[src/design/brm_pkg.sv]
// ============================================================================
// brm_pkg - ballistic RMS meter shared definitions
// Request codes, field widths and fixed-point constants used by the meter
// and its port checker.
// ============================================================================
package brm_pkg;

  // Default widths of the sample and of the filter levels
  localparam int SAMPLE_BITS_DEF = 24;
  localparam int LEVEL_BITS_DEF  = 32;

  // Ballistic coefficient register, unsigned Q0.24
  localparam int OMEGA_W = 23;
  localparam logic [OMEGA_W-1:0] OMEGA_RESET = 23'd3397;
  localparam logic [OMEGA_W-1:0] OMEGA_MAX   = 23'd4194304;  // 0.25

  // Filter coefficient: up to 4*omega = 1.0 in Q1.24
  localparam int COEF_W    = 25;
  localparam int COEF_FRAC = 24;

  // Output level, unsigned Q1.23
  localparam int RMS_W = 24;

  // Square root operand: 2*level moved to Q2.46
  localparam int SQRT_ARG_W = 48;

  // Request codes
  typedef enum logic [1:0] {
    REQ_SAMPLE = 2'd0,
    REQ_EOB    = 2'd1,
    REQ_READ   = 2'd2,
    REQ_NONE   = 2'd3
  } req_t;

endpackage

[src/design/ballistic_rms_meter.sv]
// ============================================================================
// ballistic_rms_meter - RMS level meter with meter ballistics
// Squares audio samples into a fast one-pole filter, steps a slow filter
// after each group of four samples, and keeps a peak-held RMS level.
// ============================================================================
// One request is handled at a time. A read's level waits in an output
// register. A sample keeps the block busy for the square and the fast
// filter update, and also for the slow filter update when it completes a
// group of four; these use the shared shift-add multiplier, which takes
// MB = max(SAMPLE_BITS, 25) steps and handles one multiplier bit per
// cycle. An end of block runs the bit-serial square root, which retires
// two radicand bits per cycle, and then updates the held level. While the
// block is idle, a read transfer is held off only while the previous level
// is still waiting to be taken. The coefficient register accepts a write
// whenever the block is idle.
module ballistic_rms_meter #(
  parameter int SAMPLE_BITS = brm_pkg::SAMPLE_BITS_DEF,
  parameter int LEVEL_BITS  = brm_pkg::LEVEL_BITS_DEF
) (
  input  logic                          clk,
  input  logic                          rst_n,
  // request channel
  input  logic                          in_valid,
  output logic                          in_stall,
  input  logic [1:0]                    in_req_type,
  input  logic signed [SAMPLE_BITS-1:0] in_sample,
  // level channel
  output logic                          out_valid,
  input  logic                          out_stall,
  output logic [brm_pkg::RMS_W-1:0]     out_rms_level,
  // coefficient write
  input  logic                          cfg_valid,
  output logic                          cfg_ready,
  input  logic [brm_pkg::OMEGA_W-1:0]   cfg_omega
);

  localparam int FRAC_BITS = LEVEL_BITS - 2;
  localparam int MUL_A_W   = (SAMPLE_BITS > LEVEL_BITS) ? SAMPLE_BITS : LEVEL_BITS;
  localparam int MUL_B_W   = (SAMPLE_BITS > brm_pkg::COEF_W) ? SAMPLE_BITS
                                                              : brm_pkg::COEF_W;
  localparam int PROD_W    = MUL_A_W + MUL_B_W;
  localparam int CNT_W     = $clog2(MUL_B_W);
  // square alignment to Q2.F
  localparam int SQ_SH     = 2 * (SAMPLE_BITS - 1) - FRAC_BITS;
  localparam int SQ_SHR    = (SQ_SH > 0) ? SQ_SH : 0;
  localparam int SQ_SHL    = (SQ_SH < 0) ? -SQ_SH : 0;
  localparam int SQ_EXT_W  = PROD_W + SQ_SHL;
  // 2*level in Q2.46
  localparam int ARG_SH    = brm_pkg::SQRT_ARG_W + 1 - LEVEL_BITS;
  localparam int ARG_EXT_W = LEVEL_BITS + ARG_SH;
  localparam int ROOT_W    = brm_pkg::RMS_W;
  localparam int REM_W     = ROOT_W + 2;
  localparam int RAD_W     = brm_pkg::SQRT_ARG_W;
  localparam logic [PROD_W-1:0] ROUND_HALF = PROD_W'(1) << (brm_pkg::COEF_FRAC - 1);
  localparam logic [CNT_W-1:0]  MUL_LAST   = CNT_W'(MUL_B_W - 1);
  localparam logic [CNT_W-1:0]  SQRT_LAST  = CNT_W'(ROOT_W - 1);

  typedef enum logic [9:0] {
    S_IDLE     = 10'b0000000001,
    S_SQ_MUL   = 10'b0000000010,
    S_FAST_SET = 10'b0000000100,
    S_FAST_MUL = 10'b0000001000,
    S_FAST_UPD = 10'b0000010000,
    S_SLOW_SET = 10'b0000100000,
    S_SLOW_MUL = 10'b0001000000,
    S_SLOW_UPD = 10'b0010000000,
    S_SQRT     = 10'b0100000000,
    S_HOLD     = 10'b1000000000
  } state_t;

  // control and state registers
  state_t                         state_r, state_nxt;
  logic [brm_pkg::OMEGA_W-1:0]    omega_r, omega_nxt;
  logic [LEVEL_BITS-1:0]          fast_r, fast_nxt;
  logic [LEVEL_BITS-1:0]          fast_saved_r, fast_saved_nxt;
  logic [LEVEL_BITS-1:0]          slow_r, slow_nxt;
  logic [1:0]                     phase_r, phase_nxt;
  logic [ROOT_W-1:0]              held_r, held_nxt;
  logic                           pending_r, pending_nxt;
  logic                           out_valid_r, out_valid_nxt;
  logic [CNT_W-1:0]               cnt_r, cnt_nxt;
  // datapath registers
  logic [brm_pkg::RMS_W-1:0]      out_level_r, out_level_nxt;
  logic [MUL_A_W-1:0]             mul_a_r, mul_a_nxt;
  logic [MUL_B_W-1:0]             mul_b_r, mul_b_nxt;
  logic [PROD_W-1:0]              prod_r, prod_nxt;
  logic                           rnd_r, rnd_nxt;
  logic                           up_r, up_nxt;
  logic [RAD_W-1:0]               rad_r, rad_nxt;
  logic [REM_W-1:0]               rem_r, rem_nxt;
  logic [ROOT_W-1:0]              root_r, root_nxt;

  logic                           in_xfer;
  logic                           out_free;
  logic                           mul_run;
  logic                           mul_last;
  logic [SAMPLE_BITS-1:0]         mag;
  logic [brm_pkg::OMEGA_W-1:0]    omega_eff;
  logic [brm_pkg::COEF_W-1:0]     coef_sel;
  logic [PROD_W-1:0]              mul_add;
  logic [PROD_W-1:0]              mul_rnd;
  logic [SQ_EXT_W-1:0]            sq_ext;
  logic [LEVEL_BITS-1:0]          sq_lvl;
  logic [LEVEL_BITS-1:0]          flt_lvl;
  logic [LEVEL_BITS-1:0]          flt_tgt;
  logic                           flt_up;
  logic [LEVEL_BITS-1:0]          flt_diff;
  logic [LEVEL_BITS-1:0]          upd_lvl;
  logic [LEVEL_BITS-1:0]          upd_delta;
  logic [LEVEL_BITS-1:0]          upd_new;
  logic [ARG_EXT_W-1:0]           arg_ext;
  logic [REM_W-1:0]               rem_sh;
  logic [REM_W-1:0]               trial;
  logic                           trial_ok;

  // handshakes
  assign out_free  = !out_valid_r || !out_stall;
  assign in_stall  = (state_r != S_IDLE) ||
                     (in_req_type == brm_pkg::REQ_READ && !out_free);
  assign in_xfer   = in_valid && !in_stall;
  assign cfg_ready = (state_r == S_IDLE);
  assign out_valid     = out_valid_r;
  assign out_rms_level = out_level_r;

  // coefficient limited to 0.25
  assign omega_eff = (omega_r > brm_pkg::OMEGA_MAX) ? brm_pkg::OMEGA_MAX : omega_r;

  // sample magnitude; the most negative code gives 2^(SAMPLE_BITS-1)
  assign mag = in_sample[SAMPLE_BITS-1] ? (~in_sample + 1'b1) : in_sample;

  // shift-add multiplier, one multiplier bit per cycle, MSB first
  assign mul_run  = (state_r == S_SQ_MUL) || (state_r == S_FAST_MUL) ||
                    (state_r == S_SLOW_MUL);
  assign mul_last = (cnt_r == MUL_LAST);
  assign mul_add  = mul_b_r[MUL_B_W-1] ? PROD_W'(mul_a_r) : '0;
  assign mul_rnd  = (mul_last && rnd_r) ? ROUND_HALF : '0;

  // square moved to Q2.F
  assign sq_ext = (SQ_EXT_W'(prod_r) << SQ_SHL) >> SQ_SHR;
  assign sq_lvl = sq_ext[LEVEL_BITS-1:0];

  // filter setup: distance from level to target
  assign flt_lvl  = (state_r == S_SLOW_SET) ? slow_r : fast_r;
  assign flt_tgt  = (state_r == S_SLOW_SET) ? fast_r : sq_lvl;
  assign flt_up   = (flt_tgt >= flt_lvl);
  assign flt_diff = flt_up ? (flt_tgt - flt_lvl) : (flt_lvl - flt_tgt);
  assign coef_sel = (state_r == S_SLOW_SET) ? {omega_eff, 2'b00} : {2'b00, omega_eff};

  // filter update with the rounded product
  assign upd_lvl   = (state_r == S_SLOW_UPD) ? slow_r : fast_r;
  assign upd_delta = prod_r[brm_pkg::COEF_FRAC +: LEVEL_BITS];
  assign upd_new   = up_r ? (upd_lvl + upd_delta) : (upd_lvl - upd_delta);

  // square root operand and restoring step, two radicand bits per cycle
  assign arg_ext  = {slow_r, {ARG_SH{1'b0}}};
  assign rem_sh   = {rem_r[ROOT_W-1:0], rad_r[RAD_W-1 -: 2]};
  assign trial    = {root_r, 2'b01};
  assign trial_ok = (rem_sh >= trial);

  // next-state logic
  always_comb begin
    state_nxt      = state_r;
    omega_nxt      = omega_r;
    fast_nxt       = fast_r;
    fast_saved_nxt = fast_saved_r;
    slow_nxt       = slow_r;
    phase_nxt      = phase_r;
    held_nxt       = held_r;
    pending_nxt    = pending_r;
    out_valid_nxt  = out_valid_r && out_stall;
    out_level_nxt  = out_level_r;
    cnt_nxt        = cnt_r;
    mul_a_nxt      = mul_a_r;
    mul_b_nxt      = mul_b_r;
    prod_nxt       = prod_r;
    rnd_nxt        = rnd_r;
    up_nxt         = up_r;
    rad_nxt        = rad_r;
    rem_nxt        = rem_r;
    root_nxt       = root_r;

    if (cfg_valid && cfg_ready) begin
      omega_nxt = cfg_omega;
    end

    // multiplier step
    if (mul_run) begin
      prod_nxt  = {prod_r[PROD_W-2:0], 1'b0} + mul_add + mul_rnd;
      mul_b_nxt = {mul_b_r[MUL_B_W-2:0], 1'b0};
      cnt_nxt   = cnt_r + 1'b1;
    end

    case (state_r)
      S_IDLE: begin
        if (in_xfer) begin
          case (in_req_type)
            brm_pkg::REQ_SAMPLE: begin
              mul_a_nxt = MUL_A_W'(mag);
              mul_b_nxt = MUL_B_W'(mag);
              prod_nxt  = '0;
              rnd_nxt   = 1'b0;
              cnt_nxt   = '0;
              state_nxt = S_SQ_MUL;
            end
            brm_pkg::REQ_EOB: begin
              // drop a partial group
              fast_nxt  = fast_saved_r;
              phase_nxt = 2'd0;
              rad_nxt   = arg_ext[RAD_W-1:0];
              rem_nxt   = '0;
              root_nxt  = '0;
              cnt_nxt   = '0;
              state_nxt = S_SQRT;
            end
            brm_pkg::REQ_READ: begin
              out_valid_nxt = 1'b1;
              out_level_nxt = held_r;
              pending_nxt   = 1'b1;
            end
            default: begin
            end
          endcase
        end
      end
      S_SQ_MUL: begin
        if (mul_last) begin
          state_nxt = S_FAST_SET;
        end
      end
      S_FAST_SET, S_SLOW_SET: begin
        up_nxt    = flt_up;
        mul_a_nxt = MUL_A_W'(flt_diff);
        mul_b_nxt = MUL_B_W'(coef_sel);
        prod_nxt  = '0;
        rnd_nxt   = 1'b1;
        cnt_nxt   = '0;
        state_nxt = (state_r == S_SLOW_SET) ? S_SLOW_MUL : S_FAST_MUL;
      end
      S_FAST_MUL: begin
        if (mul_last) begin
          state_nxt = S_FAST_UPD;
        end
      end
      S_FAST_UPD: begin
        fast_nxt  = upd_new;
        phase_nxt = phase_r + 1'b1;
        state_nxt = (phase_r == 2'd3) ? S_SLOW_SET : S_IDLE;
      end
      S_SLOW_MUL: begin
        if (mul_last) begin
          state_nxt = S_SLOW_UPD;
        end
      end
      S_SLOW_UPD: begin
        slow_nxt       = upd_new;
        fast_saved_nxt = fast_r;
        state_nxt      = S_IDLE;
      end
      S_SQRT: begin
        rad_nxt = {rad_r[RAD_W-3:0], 2'b00};
        if (trial_ok) begin
          rem_nxt  = rem_sh - trial;
          root_nxt = {root_r[ROOT_W-2:0], 1'b1};
        end else begin
          rem_nxt  = rem_sh;
          root_nxt = {root_r[ROOT_W-2:0], 1'b0};
        end
        cnt_nxt = cnt_r + 1'b1;
        if (cnt_r == SQRT_LAST) begin
          state_nxt = S_HOLD;
        end
      end
      S_HOLD: begin
        // root is at most 24 bits, so the output never needs clipping
        if (pending_r) begin
          held_nxt    = root_r;
          pending_nxt = 1'b0;
        end else if (root_r > held_r) begin
          held_nxt = root_r;
        end
        state_nxt = S_IDLE;
      end
      default: begin
        state_nxt = S_IDLE;
      end
    endcase
  end

  // control and level state
  always_ff @(posedge clk) begin
    if (!rst_n) begin
      state_r      <= S_IDLE;
      omega_r      <= brm_pkg::OMEGA_RESET;
      fast_r       <= '0;
      fast_saved_r <= '0;
      slow_r       <= '0;
      phase_r      <= '0;
      held_r       <= '0;
      pending_r    <= 1'b0;
      out_valid_r  <= 1'b0;
      cnt_r        <= '0;
    end else begin
      state_r      <= state_nxt;
      omega_r      <= omega_nxt;
      fast_r       <= fast_nxt;
      fast_saved_r <= fast_saved_nxt;
      slow_r       <= slow_nxt;
      phase_r      <= phase_nxt;
      held_r       <= held_nxt;
      pending_r    <= pending_nxt;
      out_valid_r  <= out_valid_nxt;
      cnt_r        <= cnt_nxt;
    end
  end

  // datapath registers
  always_ff @(posedge clk) begin
    out_level_r <= out_level_nxt;
    mul_a_r     <= mul_a_nxt;
    mul_b_r     <= mul_b_nxt;
    prod_r      <= prod_nxt;
    rnd_r       <= rnd_nxt;
    up_r        <= up_nxt;
    rad_r       <= rad_nxt;
    rem_r       <= rem_nxt;
    root_r      <= root_nxt;
  end

endmodule

[config.mk]
export PLATFORM = sky130hd
export DESIGN_NAME = ballistic_rms_meter
export DESIGN_NICKNAME = d
export VERILOG_FILES = /design/src/design/brm_pkg.sv /design/src/design/ballistic_rms_meter.sv
export SDC_FILE = /design/constraint.sdc
export NUM_CORES = 1
export LEC_CHECK = 0
export BUFFER_PORTS_ARGS = -buffer_cell sky130_fd_sc_hd__buf_2
export CAP_MARGIN = 20
export CORE_ASPECT_RATIO = 0.7
export CORE_MARGIN = 5
export CORE_UTILIZATION = 38
export DETAILED_ROUTE_END_ITERATION = 7
export PLACE_DENSITY = 0.57
export SYNTH_ARGS = -nofsm -noshare
export SYNTH_HDL_FRONTEND = slang
export SYNTH_SLANG_ARGS = --single-unit
[constraint.sdc]
create_clock -name clk -period 8.43 [get_ports clk]
set_input_delay 2.1075 -clock clk [delete_from_list [all_inputs] [get_ports clk]]
set_output_delay 2.1075 -clock clk [all_outputs]
set_load 0.1 [all_outputs]
==> results.cfg <==
[placement]
place.gp.congestion = 0.974
numPortBuffers = 80
pre_cts_slack_ns = 2.37
dpl_cell_area_mm2 = 0.0279
dpl.cell_count = 4161
hpwl_um = 60500

[drt]
antenna_left = 0
drc = 0
finalWirelength_um = 79800
dr.pass1.iters = 7
via_per_inst = 5.43
dr.first_iter.drc_count = 2632
detail_route.wl_per_cell_um = 18.8
vias = 23042

[logic_synthesis]
synth_most_common_cell = nand2_1
avgSynthCellArea_um2 = 8.05
netlist_area_mm2 = 0.0268
ys.flop_type = dfxtp_1
syn_nets = 3598
synth_commonest_cells = 702 x nand2_1, 243 x dfxtp_1, 239 x a21oi_1
synth-seq-cells = 380
ys_seq_area_frac = 0.335
synth_top_area_frac = 0.181
yosysTopAreaCell = dfxtp_1
yosysWarnings = 0
synth_area_leaders = dfxtp_1 18%, edfxtp_1 15%, nand2_1 9.8%, ha_1 9.8%, a21oi_1 4.5%
synth_edf_count = 137
synthCells = 3329
async_reset_ff_frac = 0
ys_types = 96

[layout]
nets = 3563
syn_to_final_growth_pct = 9.70
fin_area_mm2 = 0.0294
final_layout_size_suffix_gt1_frac = 0.0718
instances_no_fill = 4242

[status]
outcome = completed

[sta]
tns_ns = 0
fmax_mhz = 162
hold_violations = 0
final.setup_skew_ns = 0.0381
finalSetupViolCount = 0
max-slew-margin-rel = 0.232
worst-slew-pin-transition_ns = 1.15
rsz0062_at_grt = no
drv_slew = 0
fin_crit_sh = 0.733
setup_slack_ns = 2.25
min_period_ns = 6.18

[clocking]
cts_setup_buffers = 0
cts_root_buf = clkbuf_16
cts-resized-gates = 0
cts.clk_slew.worst_paths_ns = 0.06
numCtsBuffers = 42
hold_buffers = 0
clk_path_buf_depth = 3
cts_tree = yes
h-tree-depth = 2
clkLatencyLatePin_ns = 0.61
cts.sinks = 380

[worst_setup_path]
arrival_ns = 6.50
crit_start = state_r[1]
cp_data_required_time_ns = 8.75
crit_type = reg2reg
crit_fanout = 36
crit-reg2reg-launch = state_r[1]
critPathCaptureType = flop
start_kind = flop

[grt]
grt.overflow.total = 0
grt_pass1_wl_um = 123000
grt_usage = 0.203
grt_max_degree = 111
antenna_found_initial = 0
grt_pass1_vias = 20423

[floorplanning]
die_width_um = 327
die_height_um = 232
ios = 81
fp-row-count = 81
initial_core_util = 0.383
coreArea_mm2 = 0.0699
die-area_mm2 = 0.0761

[min_path]
hold_path_class = reg2reg
worstHoldStart = held_r[3]

[power_and_ir_drop]
ir_worst_vdd_mv = 0.277
leakage_uw = 0.0129
finalPower_uw = 10200
powerDensity_mw_per_mm2 = 347

[flow_run]
maxCapViolCount = 0
-- sequential cells by signal, indices dropped and copies added, names as in the netlist, 5 cells and up --
| register | cells |
|---|---|
| omega_r | 23 |
| state_r | 10 |
| mul_b_r | 25 |
| fast_r | 32 |
| slow_r | 32 |
| fast_saved_r | 32 |
| root_r | 24 |
| mul_a_r | 32 |
| rem_r | 24 |
| rad_r | 31 |
| cnt_r | 5 |
| held_r | 24 |
| out_rms_level | 24 |
| prod_r | 56 |
-- cell families (layout without fill, tap and decap cells) --
kind of cell | count (synthesis) | count (layout) | share of synthesized area
simple gates | 1315 | 1315 | 0.225
compound gates | 786 | 786 | 0.189
flops | 380 | 380 | 0.335
buf+inv | 357 | 356 | 0.0535
fa+ha+maj | 215 | 215 | 0.102
xor+xnor | 174 | 174 | 0.0571
mux | 102 | 102 | 0.0387
other cells | 0 | 1 | 0
-- per-stage QoR --
stage          hold WS, ns  utilization
2_1_floorplan        0.408            -
6_report             0.430        0.421
3_5_place_dp         0.415        0.399
3_3_place_gp         0.417        0.398
4_1_cts              0.429        0.420
5_1_grt              0.433        0.421
-- power breakdown --
part           switching [uW]  total, uW  internal, uW
Combinational            3460       5560          2100
Sequential                383       2600          2220
Clock                     818       2050          1230
Total                    4660      10200          5550
-- layout make-up --
type	instances	area [um2]
Antenna cell	1	2.50
Clock buffer	53	1120
Clock inverter	25	383
Fill cell	7099	40500
Inverter	164	621
Multi-Input combinational cell	2592	16500
Sequential cell	380	8980
Tap cell	913	1140
Timing Repair Buffer	114	686
-- cell usage in the layout (no fill, tap or decap), types with 9 or more instances in the layout --
| cell type | netlist | layout |
|---|---|---|
| dfxtp_1 | 243 | 243 |
| nor2b_1 | 35 | 34 |
| edfxtp_1 | 137 | 137 |
| o211ai_1 | 11 | 11 |
| a31oi_1 | 27 | 27 |
| clkbuf_1 | 141 | 9 |
| clkbuf_16 | 0 | 43 |
| or3_1 | 18 | 17 |
| o21bai_1 | 9 | 9 |
| nand2_1 | 702 | 701 |
| nand3_1 | 49 | 49 |
| bufinv_16 | 0 | 9 |
| nor2_1 | 199 | 199 |
| nand3b_1 | 12 | 12 |
| a21o_1 | 80 | 80 |
| o211a_1 | 19 | 19 |
| inv_1 | 161 | 161 |
| and3_1 | 23 | 23 |
| o21ai_0 | 159 | 159 |
| buf_4 | 4 | 32 |
| nor4_1 | 18 | 18 |
| a221oi_1 | 9 | 9 |
| a22oi_1 | 14 | 14 |
| ha_1 | 210 | 210 |
| a211oi_1 | 30 | 30 |
| o21a_1 | 22 | 22 |
| a222oi_1 | 9 | 9 |
| nand2b_1 | 27 | 27 |
| buf_2 | 35 | 79 |
| o31ai_1 | 10 | 10 |
| and2_1 | 92 | 91 |
| nand4_1 | 49 | 49 |
| mux2i_1 | 95 | 95 |
| xnor2_1 | 89 | 89 |
| xor2_1 | 84 | 84 |
| nor3_1 | 35 | 35 |
| a21boi_0 | 72 | 72 |
| or2_2 | 9 | 9 |
| a21oi_1 | 239 | 237 |
-- worst max-delay path, stage by stage (launching register included) --
cell      delay, ns
dfxtp_1        0.37
nor3_1         0.30
nand3b_1       0.20
or3b_2         0.75
buf_4          0.35
mux2i_1        0.23
ha_1           0.20
inv_1          0.05
fa_1           0.45
a211oi_2       0.24
o21ai_1        0.15
a21o_1         0.21
a211o_1        0.31
a21oi_2        0.17
o21a_1         0.64
buf_4          0.35
inv_4          0.14
mux2_4         0.33
a31oi_2        0.16
xor2_1         0.15
mux2i_1        0.10
-- final timing paths --
| kind | slack, ns | cells past startpoint | endpoint |
|---|---|---|---|
| setup / recovery | 2.25 | 20 | mul_a_r[8] |
| hold / removal | 0.43 | 0 | out_rms_level[3] |
| setup reg to reg | 2.25 | 20 | mul_a_r[8] |
| hold reg to reg | 0.43 | 0 | out_rms_level[3] |
-- per-layer routing --
layer  global-route usage  routed length [um]
met5                    0                   0
met4               0.0327                 963
met3               0.0598                7780
met2                0.248               27900
met1                0.340               43200
Note: power is estimated with default switching activity, not from simulation.
